File: src/sv/aesctr_pkg.sv
// Package: AES-128 CTR types, S-box and round helpers.
`default_nettype none
package aesctr_pkg;

  localparam int unsigned QDEPTH = 2;

  typedef struct packed {
    logic [63:0] data_high;
    logic [63:0] data_low;
    logic [4:0]  byte_count;
    logic [127:0] ctr;
  } job_t;

  typedef enum logic [3:0] {
    REG_KEY_HIGH   = 4'd0,
    REG_KEY_LOW    = 4'd1,
    REG_NONCE_HIGH = 4'd2,
    REG_NONCE_LOW  = 4'd3
  } reg_idx_t;

  function automatic logic [7:0] sbox(input logic [7:0] x);
    logic [7:0] t [256];
    t = '{
      8'h63,8'h7c,8'h77,8'h7b,8'hf2,8'h6b,8'h6f,8'hc5,8'h30,8'h01,8'h67,8'h2b,8'hfe,8'hd7,8'hab,8'h76,
      8'hca,8'h82,8'hc9,8'h7d,8'hfa,8'h59,8'h47,8'hf0,8'had,8'hd4,8'ha2,8'haf,8'h9c,8'ha4,8'h72,8'hc0,
      8'hb7,8'hfd,8'h93,8'h26,8'h36,8'h3f,8'hf7,8'hcc,8'h34,8'ha5,8'he5,8'hf1,8'h71,8'hd8,8'h31,8'h15,
      8'h04,8'hc7,8'h23,8'hc3,8'h18,8'h96,8'h05,8'h9a,8'h07,8'h12,8'h80,8'he2,8'heb,8'h27,8'hb2,8'h75,
      8'h09,8'h83,8'h2c,8'h1a,8'h1b,8'h6e,8'h5a,8'ha0,8'h52,8'h3b,8'hd6,8'hb3,8'h29,8'he3,8'h2f,8'h84,
      8'h53,8'hd1,8'h00,8'hed,8'h20,8'hfc,8'hb1,8'h5b,8'h6a,8'hcb,8'hbe,8'h39,8'h4a,8'h4c,8'h58,8'hcf,
      8'hd0,8'hef,8'haa,8'hfb,8'h43,8'h4d,8'h33,8'h85,8'h45,8'hf9,8'h02,8'h7f,8'h50,8'h3c,8'h9f,8'ha8,
      8'h51,8'ha3,8'h40,8'h8f,8'h92,8'h9d,8'h38,8'hf5,8'hbc,8'hb6,8'hda,8'h21,8'h10,8'hff,8'hf3,8'hd2,
      8'hcd,8'h0c,8'h13,8'hec,8'h5f,8'h97,8'h44,8'h17,8'hc4,8'ha7,8'h7e,8'h3d,8'h64,8'h5d,8'h19,8'h73,
      8'h60,8'h81,8'h4f,8'hdc,8'h22,8'h2a,8'h90,8'h88,8'h46,8'hee,8'hb8,8'h14,8'hde,8'h5e,8'h0b,8'hdb,
      8'he0,8'h32,8'h3a,8'h0a,8'h49,8'h06,8'h24,8'h5c,8'hc2,8'hd3,8'hac,8'h62,8'h91,8'h95,8'he4,8'h79,
      8'he7,8'hc8,8'h37,8'h6d,8'h8d,8'hd5,8'h4e,8'ha9,8'h6c,8'h56,8'hf4,8'hea,8'h65,8'h7a,8'hae,8'h08,
      8'hba,8'h78,8'h25,8'h2e,8'h1c,8'ha6,8'hb4,8'hc6,8'he8,8'hdd,8'h74,8'h1f,8'h4b,8'hbd,8'h8b,8'h8a,
      8'h70,8'h3e,8'hb5,8'h66,8'h48,8'h03,8'hf6,8'h0e,8'h61,8'h35,8'h57,8'hb9,8'h86,8'hc1,8'h1d,8'h9e,
      8'he1,8'hf8,8'h98,8'h11,8'h69,8'hd9,8'h8e,8'h94,8'h9b,8'h1e,8'h87,8'he9,8'hce,8'h55,8'h28,8'hdf,
      8'h8c,8'ha1,8'h89,8'h0d,8'hbf,8'he6,8'h42,8'h68,8'h41,8'h99,8'h2d,8'h0f,8'hb0,8'h54,8'hbb,8'h16};
    return t[x];
  endfunction

  function automatic logic [7:0] xtime(input logic [7:0] x);
    return {x[6:0], 1'b0} ^ (x[7] ? 8'h1b : 8'h00);
  endfunction

  // Byte i of a 128-bit word sits in bits 127-8i downto 120-8i.
  function automatic logic [7:0] getb(input logic [127:0] w, input int i);
    return w[127 - 8*i -: 8];
  endfunction

endpackage
`default_nettype wire

File: src/sv/aesctr_if.sv
// Valid/ready channel interfaces for input and result transactions.
`default_nettype none
interface aesctr_in_if;
  logic        valid;
  logic        ready;
  logic [63:0] data_high;
  logic [63:0] data_low;
  logic        start_message;
  logic [4:0]  byte_count;
  modport source (output valid, data_high, data_low, start_message, byte_count, input ready);
  modport sink   (input valid, data_high, data_low, start_message, byte_count, output ready);
endinterface

`default_nettype wire

File: src/sv/aesctr_front.sv
// Front end: counter tracking and job queue.
`default_nettype none
module aesctr_front import aesctr_pkg::*; (
  input  wire logic   clk,
  input  wire logic   rst,
  aesctr_in_if.sink   in_ch,
  input  wire logic [127:0] nonce,
  output logic        job_valid,
  input  wire logic   job_take,
  output job_t        job
);
  logic [127:0] ctr;
  job_t         q [QDEPTH];
  logic         rd_ptr, wr_ptr;
  logic [1:0]   fill;
  logic [127:0] cur_ctr, inc_ctr;
  logic [127:0] ctr_le;
  logic         acc;

  assign in_ch.ready = (fill != 2'(QDEPTH));
  assign acc = in_ch.valid & in_ch.ready;
  assign cur_ctr = in_ch.start_message ? nonce : ctr;

  // byte 0 is least significant: reverse bytes, add one, reverse back
  always_comb begin
    for (int i = 0; i < 16; i++) ctr_le[8*i +: 8] = getb(cur_ctr, i);
    ctr_le = ctr_le + 128'd1;
    for (int i = 0; i < 16; i++) inc_ctr[127 - 8*i -: 8] = ctr_le[8*i +: 8];
  end

  assign job_valid = (fill != 2'd0);
  assign job = q[rd_ptr];

  always_ff @(posedge clk) begin
    if (rst) begin
      ctr <= '0;
      rd_ptr <= 1'b0;
      wr_ptr <= 1'b0;
      fill <= 2'd0;
    end else begin
      if (acc) begin
        q[wr_ptr] <= '{data_high: in_ch.data_high, data_low: in_ch.data_low,
                       byte_count: in_ch.byte_count, ctr: cur_ctr};
        wr_ptr <= ~wr_ptr;
        ctr <= (in_ch.byte_count >= 5'd16) ? inc_ctr : cur_ctr;
      end
      if (job_take) rd_ptr <= ~rd_ptr;
      fill <= fill + 2'(acc) - 2'(job_take);
    end
  end
endmodule
`default_nettype wire

File: src/flat_wrapper.sv
// flat-port wrapper written by rule: the top's interface ports become plain ports
module aesctr_front_flat import aesctr_pkg::*;
  (clk, rst, nonce, job_valid, job_take, job, in_ch_valid, in_ch_data_high, in_ch_data_low, in_ch_start_message, in_ch_byte_count, in_ch_ready);
  aesctr_in_if in_ch_i ();
  input  wire logic clk;
  input  wire logic rst;
  input  wire logic [127:0] nonce;
  output logic job_valid;
  input  wire logic job_take;
  output job_t job;
  input wire logic [$bits(in_ch_i.valid)-1:0] in_ch_valid;
  input wire logic [$bits(in_ch_i.data_high)-1:0] in_ch_data_high;
  input wire logic [$bits(in_ch_i.data_low)-1:0] in_ch_data_low;
  input wire logic [$bits(in_ch_i.start_message)-1:0] in_ch_start_message;
  input wire logic [$bits(in_ch_i.byte_count)-1:0] in_ch_byte_count;
  output wire logic [$bits(in_ch_i.ready)-1:0] in_ch_ready;
  assign in_ch_i.valid = in_ch_valid;
  assign in_ch_i.data_high = in_ch_data_high;
  assign in_ch_i.data_low = in_ch_data_low;
  assign in_ch_i.start_message = in_ch_start_message;
  assign in_ch_i.byte_count = in_ch_byte_count;
  assign in_ch_ready = in_ch_i.ready;
  aesctr_front u_core (.clk(clk), .rst(rst), .in_ch(in_ch_i), .nonce(nonce), .job_valid(job_valid), .job_take(job_take), .job(job));
endmodule
File: config.mk
export PLATFORM = sky130hd
export DESIGN_NAME = aesctr_front_flat
export DESIGN_NICKNAME = d
export VERILOG_FILES = /design/src/sv/aesctr_pkg.sv /design/src/sv/aesctr_if.sv /design/src/sv/aesctr_front.sv /design/src/flat_wrapper.sv
export SDC_FILE = /design/constraint.sdc
export NUM_CORES = 1
export LEC_CHECK = 0
export ABC_CLOCK_PERIOD_IN_PS = 31900
export BUFFER_PORTS_ARGS = -buffer_cell sky130_fd_sc_hd__clkbuf_2
export CAP_MARGIN = 15
export CELL_PAD_IN_SITES_DETAIL_PLACEMENT = 1
export CELL_PAD_IN_SITES_GLOBAL_PLACEMENT = 2
export CORE_UTILIZATION = 34
export CTS_CLUSTER_SIZE = 20
export DETAILED_ROUTE_END_ITERATION = 12
export MAX_ROUTING_LAYER = met4
export PLACE_DENSITY_LB_ADDON = 0.3
export SETUP_SLACK_MARGIN = 0.1
export SYNTH_ARGS = -nofsm -noshare
export SYNTH_HDL_FRONTEND = slang
export SYNTH_SLANG_ARGS = --single-unit
File: constraint.sdc
create_clock -name clk -period 31.9 [get_ports clk]
set_input_delay 4.785 -clock clk [delete_from_list [all_inputs] [get_ports clk]]
set_output_delay 4.785 -clock clk [all_outputs]
set_load 0.01 [all_outputs]
==> summary.md, run 1 <==
| Metric | Value |
|---|---|
| Outcome | finished clean |
| Ports | 529 |
| Vias/cell | 5.378 |
| TritonCTS clock tree | yes |
| Highest clock rate | 0.1141 GHz |
| Net Sw Frac | 0.2726 |
| Cell Rows | 108 |
| Commonest non-fill, non-tap cell in the layout | clkbuf_2 |
| Top FF cell, synth | edfxtp_1 |
| Vias in the first global route | 22,501 |
| Total CTS buffers | 77 |
| Synth unique cells | 93 |
| Layout cell share with drive strength beyond 1 | 0.3869 |
| Sequential power share | 0.457 |
| Logic pwr share | 0.158 |
| Crit path max fanout | 75 |
| WP data required | 27.12 ns |
| Die Area | 0.09010 mm² |
| Crit path kind | register to primary output |
| Crit path DAT | 3.98 ns |
| Fin Setup TNS | 0 ns |
| Largest net degree at the start of global routing | 163 |
| Total Nets Final | 3,048 |
| Die W | 300.2 µm |
| Post-synth EDFFs | 522 |
| Root Buffer | clkbuf_16 |
| Post-route ant nets | 0 |
| Clock power share | 0.384 |
| HPWL Detailed | 71.42 mm |
| Worst skew pair latency | 0.62 ns |
| Final Critical Period | 8.762 ns |
| Clock-pin slew on the worst setup and hold paths | 0.05 ns |
| Max Cap Viol | 0 |
| Leakage | 13.61 nW |
| Sink Count | 655 |
| Crit path launch type | register |
| Post-synthesis sequential area ratio | 0.6066 |
| WL final | 99.74 mm |
| Final period util | 0.2747 |
| Max-slew headroom | 0.1971 |
| Iter 0 DRT Violations | 1,256 |
| Most frequent cells in the layout | clkbuf_2, edfxtp_1, mux2_2 |
| First-pass GRT wire length | 146.4 mm |
| Max VDD drop | 0.04481 mV |
| GP Congestion | 0.8250 |
| Drc violations | 0 |
| Clock skew | 0.01609 ns |
| Power per Cell Area | 63.47 mW/mm² |
| Max-slew violations | 0 |
| Fin util | 0.4184 |
| Core Box Area | 0.08743 mm² |
| I/O Buffers | 528 |
| Yosys top cell by area | edfxtp_1 |
| Total number of vias | 21,537 |
| Switching pwr | 0.6330 mW |
| Setup Buffers After CTS | 0 |
| Ys async rst share | 0 |
| Non-filler instance count after layout | 4,005 |
| Syn_area_per_cell | 13.36 µm² |
| Power Internal | 1.689 mW |
| Area growth, synth to finish | 21.01% |
| Post-CTS Hold Buffers | 0 |
| #FFs+latches synth | 655 |
| Final Hold Vio Count | 0 |
| Post-synthesis cell area | 0.03023 mm² |
| Wire per inst | 24.90 µm |
| Post-Syn Nets | 2,532 |
| Synth area leaders | edfxtp_1, mux2_2, dfxtp_1 |
| Htree depth | 3 |
| All-Layer GR Usage | 0.2229 |
| Worst setup EP type | primary output |
| Min-Delay Path Class | register to register |
| Synth top area share | 0.5186 |
| Total power | 2.322 mW |
| Synthesized instance count | 2,263 |
| Post_cts resized | 0 |
| Initial antenna violation count | 6 |
| RSZ-0062 raised after global routing | no |
| Die Ht | 300.2 µm |
| Placed cells | 3,855 |
| Total grt overflow | 0 |
| Drt first pass iters | 5 |
| Starting Density | 0.3457 |
| Final setup viols | 0 |
| Max clock buf depth | 3 |
| Slew @ Worst Pin | 1.204 ns |
| Synth warn | 0 |
[layer usage]
metal,up-vias,track usage,part of all wire
li1,9783,-,-
met2,648,0.3619,0.48
met5,-,-,0
met3,146,0.04401,0.059
met1,10960,0.2823,0.44
met4,0,0.06171,0.024
[path summary, 6_finish.rpt]
check,from,end,slack (ns),depth (start not counted)
worst max-delay path,register,job[51],23.14,4
worst min-delay path,u_core.ctr[12]$_SDFFE_PP0P_,u_core.ctr[12]$_SDFFE_PP0P_,0.45,2
worst max register to register,u_core.fill[0]$_SDFF_PP0_,u_core.q[0][84]$_DFFE_PP_,28.22,9
worst min register to register,u_core.ctr[12]$_SDFFE_PP0P_,u_core.ctr[12]$_SDFFE_PP0P_,0.45,2
[flip-flops by register name, indices dropped and copies added (netlist names), named ones only]
name and flops:
u_core.wr_ptr 1, u_core.ctr 128, u_core.rd_ptr 1, u_core.q 522, u_core.fill 2
[area by class of cell]
cell class              instances  area (µm²)
repair buffers                554        2885
inverters                      51       191.4
multi-input cells            1440       11120
clock buffers                 100        2116
well taps                    1155        1445
diodes                          7       17.52
clock inverters                43       461.7
flip-flops and latches        655       18340
fillers                      9254       50850
[power by group through the flow]
stage / clock network, mW / registers [mW] / logic, mW
after floorplan: 0 / 1.09 / 0.218
after global placement: 0 / 1.07 / 0.365
after detailed placement: 0 / 1.08 / 0.372
after CTS: 0.918 / 1.06 / 0.374
after global routing: 0.945 / 1.07 / 0.397
final: 0.892 / 1.06 / 0.368
[per-stage QoR]
step	hold WS, ns	setup slack [ns]	instance area (µm²)
after floorplan	0.4211	14.88	30230
after global placement	0.4395	23.12	33980
after detailed placement	0.4436	23.09	33980
after CTS	0.4558	22.96	36560
after global routing	0.4865	22.82	36580
final	0.4508	23.14	36580
[cell usage after synthesis (7+ instances only)]
cell and count:
a311o_1 7, nand4_2 7, and4_1 13, a22oi_2 8, a22oi_1 19, nand2_1 205, o2111ai_1 7, o21ai_0 43
or3_1 11, nand3b_1 44, dfxtp_1 133, xnor2_1 39, and2_1 20, nand4b_1 15, nand4_1 67, nand3_2 9
buf_2 18, nand3_1 139, o21ai_1 12, nor4_1 17, o311ai_0 9, inv_1 51, nor3_1 28, mux2_2 344
and3_1 22, or4_1 15, xor2_1 27, clkbuf_1 75, edfxtp_1 522, nor2_1 56, mux2i_1 45, a21oi_1 60
a31oi_1 15, buf_6 14, a22o_1 10
[kinds of logic after synthesis]
family | share of synthesized area
buf+inv | 0.02649
xor+xnor | 0.01912
mux | 0.1431
compound gates | 0.06544
flops | 0.6066
fa+ha+maj | 0.001242
simple gates | 0.1380
[critical path, stage by stage, from the launching register on]
cell      delay (ns)
dfxtp_4         0.93
buf_4           0.76
buf_4           0.86
mux2_2          0.45
clkbuf_2        0.18
Power figures use the tool's default switching activity.
==> inputs of run 2 (changes only) <==
ABC_AREA = 1   (was unset)
ABC_CLOCK_PERIOD_IN_PS = 9000   (was 31900)
clock period = 9 ns   (was 31.9 ns; I/O delays follow)
==> run 2 against run 1 <==
- core utilization fell by 0.30 points
- largest power group unchanged
- critical path depth is 10 higher
- global-route usage up 2.0 points
- setup slack got worse by 19 ns
- sequential share of layout area decreased by 0.49 points
- non-clock buffer count is 9 lower
- via count rose by 8.6%
==> summary.md, run 2 <==
| Metric | Value |
|---|---|
| Outcome | finished clean |
| Synthesized instance count | 2,970 |
| Slowest stage delay, CP | 0.87 ns |
| Syn_area_per_cell | 10.33 µm² |
| Die Ht | 302.4 µm |
| Area growth, synth to finish | 20.35% |
| Drc violations | 0 |
| Power Internal | 5.828 mW |
| Largest net degree at the start of global routing | 166 |
| Setup Buffers After CTS | 0 |
| Leakage | 14.18 nW |
| I/O Buffers | 528 |
| All-Layer GR Usage | 0.2424 |
| Footprint of the multi-input gates | 0.01088 mm² |
| Clock power share | 0.390 |
| Crit path launch type | input port |
| Crit-path slowest cell | o21ai_1 |
| Final setup viols | 0 |
| Post_cts resized | 0 |
| Total Nets Final | 3,759 |
| Top FF cell, synth | edfxtp_1 |
| Synth warn | 0 |
| RSZ-0062 raised after global routing | no |
| Sink Count | 655 |
| Clock skew | 0.03266 ns |
| Max clock buf depth | 3 |
| Total grt overflow | 0 |
| Total number of vias | 23,389 |
| Non-filler instance count after layout | 4,724 |
| Most frequent cells in the layout | nand2_1, clkbuf_2, edfxtp_1 |
| Post-CTS Hold Buffers | 0 |
| Final period util | 0.4949 |
| Max Cap Viol | 0 |
| WP data required | 9.57 ns |
| Final Critical Period | 4.454 ns |
| Commonest non-fill, non-tap cell in the layout | nand2_1 |
| Crit path DAT | 5.02 ns |
| Yosys top cell by area | edfxtp_1 |
| TritonCTS clock tree | yes |
| WL final | 110.1 mm |
| Iter 0 DRT Violations | 1,485 |
| Synth area leaders | edfxtp_1, nand2_1, mux2_2 |
| #FFs+latches synth | 655 |
| Vias in the first global route | 23,972 |
| Crit path max fanout | 114 |
| Fillcell total | 10,052 |
| Biggest regs | u_core.q (522), u_core.ctr (128), u_core.fill (2) |
| Slew @ Worst Pin | 1.206 ns |
| Starting Density | 0.3451 |
| Area post-placement | 0.03439 mm² |
| Ys async rst share | 0 |
| Cell Rows | 109 |
| Clock-pin slew on the worst setup and hold paths | 0.06 ns |
| Fin Setup TNS | 0 ns |
| Most common cell in the synthesized netlist | nand2_1 |
| Crit path kind | input port to register |
| Min-Delay Path Class | register to register |
| HPWL Detailed | 81.73 mm |
| Post-synth EDFFs | 522 |
| Max-slew violations | 0 |
| Logic pwr share | 0.157 |
| Max reg flops | 522 |
| Final Hold Vio Count | 0 |
| Worst setup EP type | register |
| Largest Register | u_core.q |
| Layout cell share with drive strength beyond 1 | 0.3043 |
| Max VDD drop | 0.1377 mV |
| Die Area | 0.09147 mm² |
| Post-route ant nets | 0 |
| First-pass GRT wire length | 157.8 mm |
| Synth unique cells | 42 |
| CP Cell Sequence | buf_6 -> buf_4 -> o21ai_1 -> nand2_1 -> nor2_1 -> nand2_1 -> nor2_1 -> nand3_1 -> nor2_2 -> nand2_1 -> nand2_1 -> nand3_1 -> nand2_1 -> inv_1 |
| Total power | 8.084 mW |
| Die W | 302.4 µm |
| Root Buffer | clkbuf_16 |
| Drt first pass iters | 5 |
| Switching pwr | 2.256 mW |
| Highest clock rate | 0.2245 GHz |
| GP Congestion | 0.9252 |
| Post-synthesis sequential area ratio | 0.5975 |
| Post-synthesis cell area | 0.03069 mm² |
| Worst skew pair latency | 0.68 ns |
| Power per Cell Area | 218.9 mW/mm² |
| R2R depth | 9 |
| Synth top area share | 0.5107 |
| WHS Path Cells | 2 |
| Final Cell Area | 0.03694 mm² |
| Initial antenna violation count | 6 |
| Ports | 529 |
| Worst path most repeated cell | nand2_1 |
| Fin util | 0.4154 |
| Net Sw Frac | 0.2791 |
| Total CTS buffers | 78 |
| Post-Syn Nets | 3,239 |
| Wire per inst | 23.30 µm |
| Core Box Area | 0.08892 mm² |
| Placed cells | 4,575 |
| Sequential Area | 0.01834 mm² |
| Sequential power share | 0.454 |
| Vias/cell | 4.951 |
| Most frequent cells after synthesis | nand2_1, edfxtp_1, nor2_1 |
| Htree depth | 3 |
| Max-slew headroom | 0.1962 |
[run 2: power by group through the flow]
stage | registers, mW | logic, mW | clock network [mW]
floorplan | 3.71 | 0.782 | 0
global placement | 3.72 | 1.26 | 0
detailed placement | 3.73 | 1.28 | 0
CTS | 3.67 | 1.29 | 3.23
global route | 3.69 | 1.39 | 3.34
finish | 3.67 | 1.27 | 3.15
[run 2: area by class of cell]
class | instances | share of cell area
sequential | 655 | 0.4966
clock buffer | 103 | 0.05765
multi-input combinational | 1975 | 0.2946
timing repair buffer | 545 | 0.07618
clock inverter | 39 | 0.01094
tap | 1165 | 0.03946
inverter | 235 | 0.02415
antenna | 7 | 0.0004742
[run 2: path summary, 6_finish.rpt]
kind | startpoint | end | slack, ns
max | in_ch_start_message | u_core.ctr[45]$_SDFFE_PP0P_ | 4.55
min | u_core.wr_ptr$_SDFFE_PP0P_ | u_core.wr_ptr$_SDFFE_PP0P_ | 0.48
max reg2reg | u_core.fill[0]$_SDFF_PP0_ | u_core.q[0][7]$_DFFE_PP_ | 5.47
min reg2reg | u_core.wr_ptr$_SDFFE_PP0P_ | u_core.wr_ptr$_SDFFE_PP0P_ | 0.48
[run 2: routing by layer]
layer / track usage / wire length, µm
met3: 0.04633 / 5898
met4: 0.06939 / 2772
met2: 0.3957 / 53010
met5: - / 0
met1: 0.3056 / 48400
[run 2: metrics by stage]
| step | hold slack, ns | setup slack (ns) |
|---|---|---|
| 6_report | 0.4753 | 4.546 |
| 4_1_cts | 0.4769 | 4.577 |
| 5_1_grt | 0.5052 | 4.227 |
| 3_3_place_gp | 0.4567 | 3.869 |
| 2_1_floorplan | 0.4370 | 0.5117 |
| 3_5_place_dp | 0.4658 | 3.844 |
[run 2: kinds of logic (layout without fill, tap and decap cells)]
family / Yosys count / after routing / synth area share
xor+xnor: 55 / 55 / 0.01570
flops: 655 / 655 / 0.5975
other cells: 0 / 7 / 0
buf+inv: 340 / 922 / 0.04860
compound gates: 282 / 282 / 0.05092
mux: 261 / 261 / 0.09576
fa+ha+maj: 3 / 3 / 0.001223
simple gates: 1374 / 1374 / 0.1903
[run 2: critical path: cells and delay by family]
kind                   cells  cell delay, ns
buffers and inverters      3            0.81
AO/OA/AOI/OAI              1            0.87
AND/OR/NAND/NOR           10            1.91
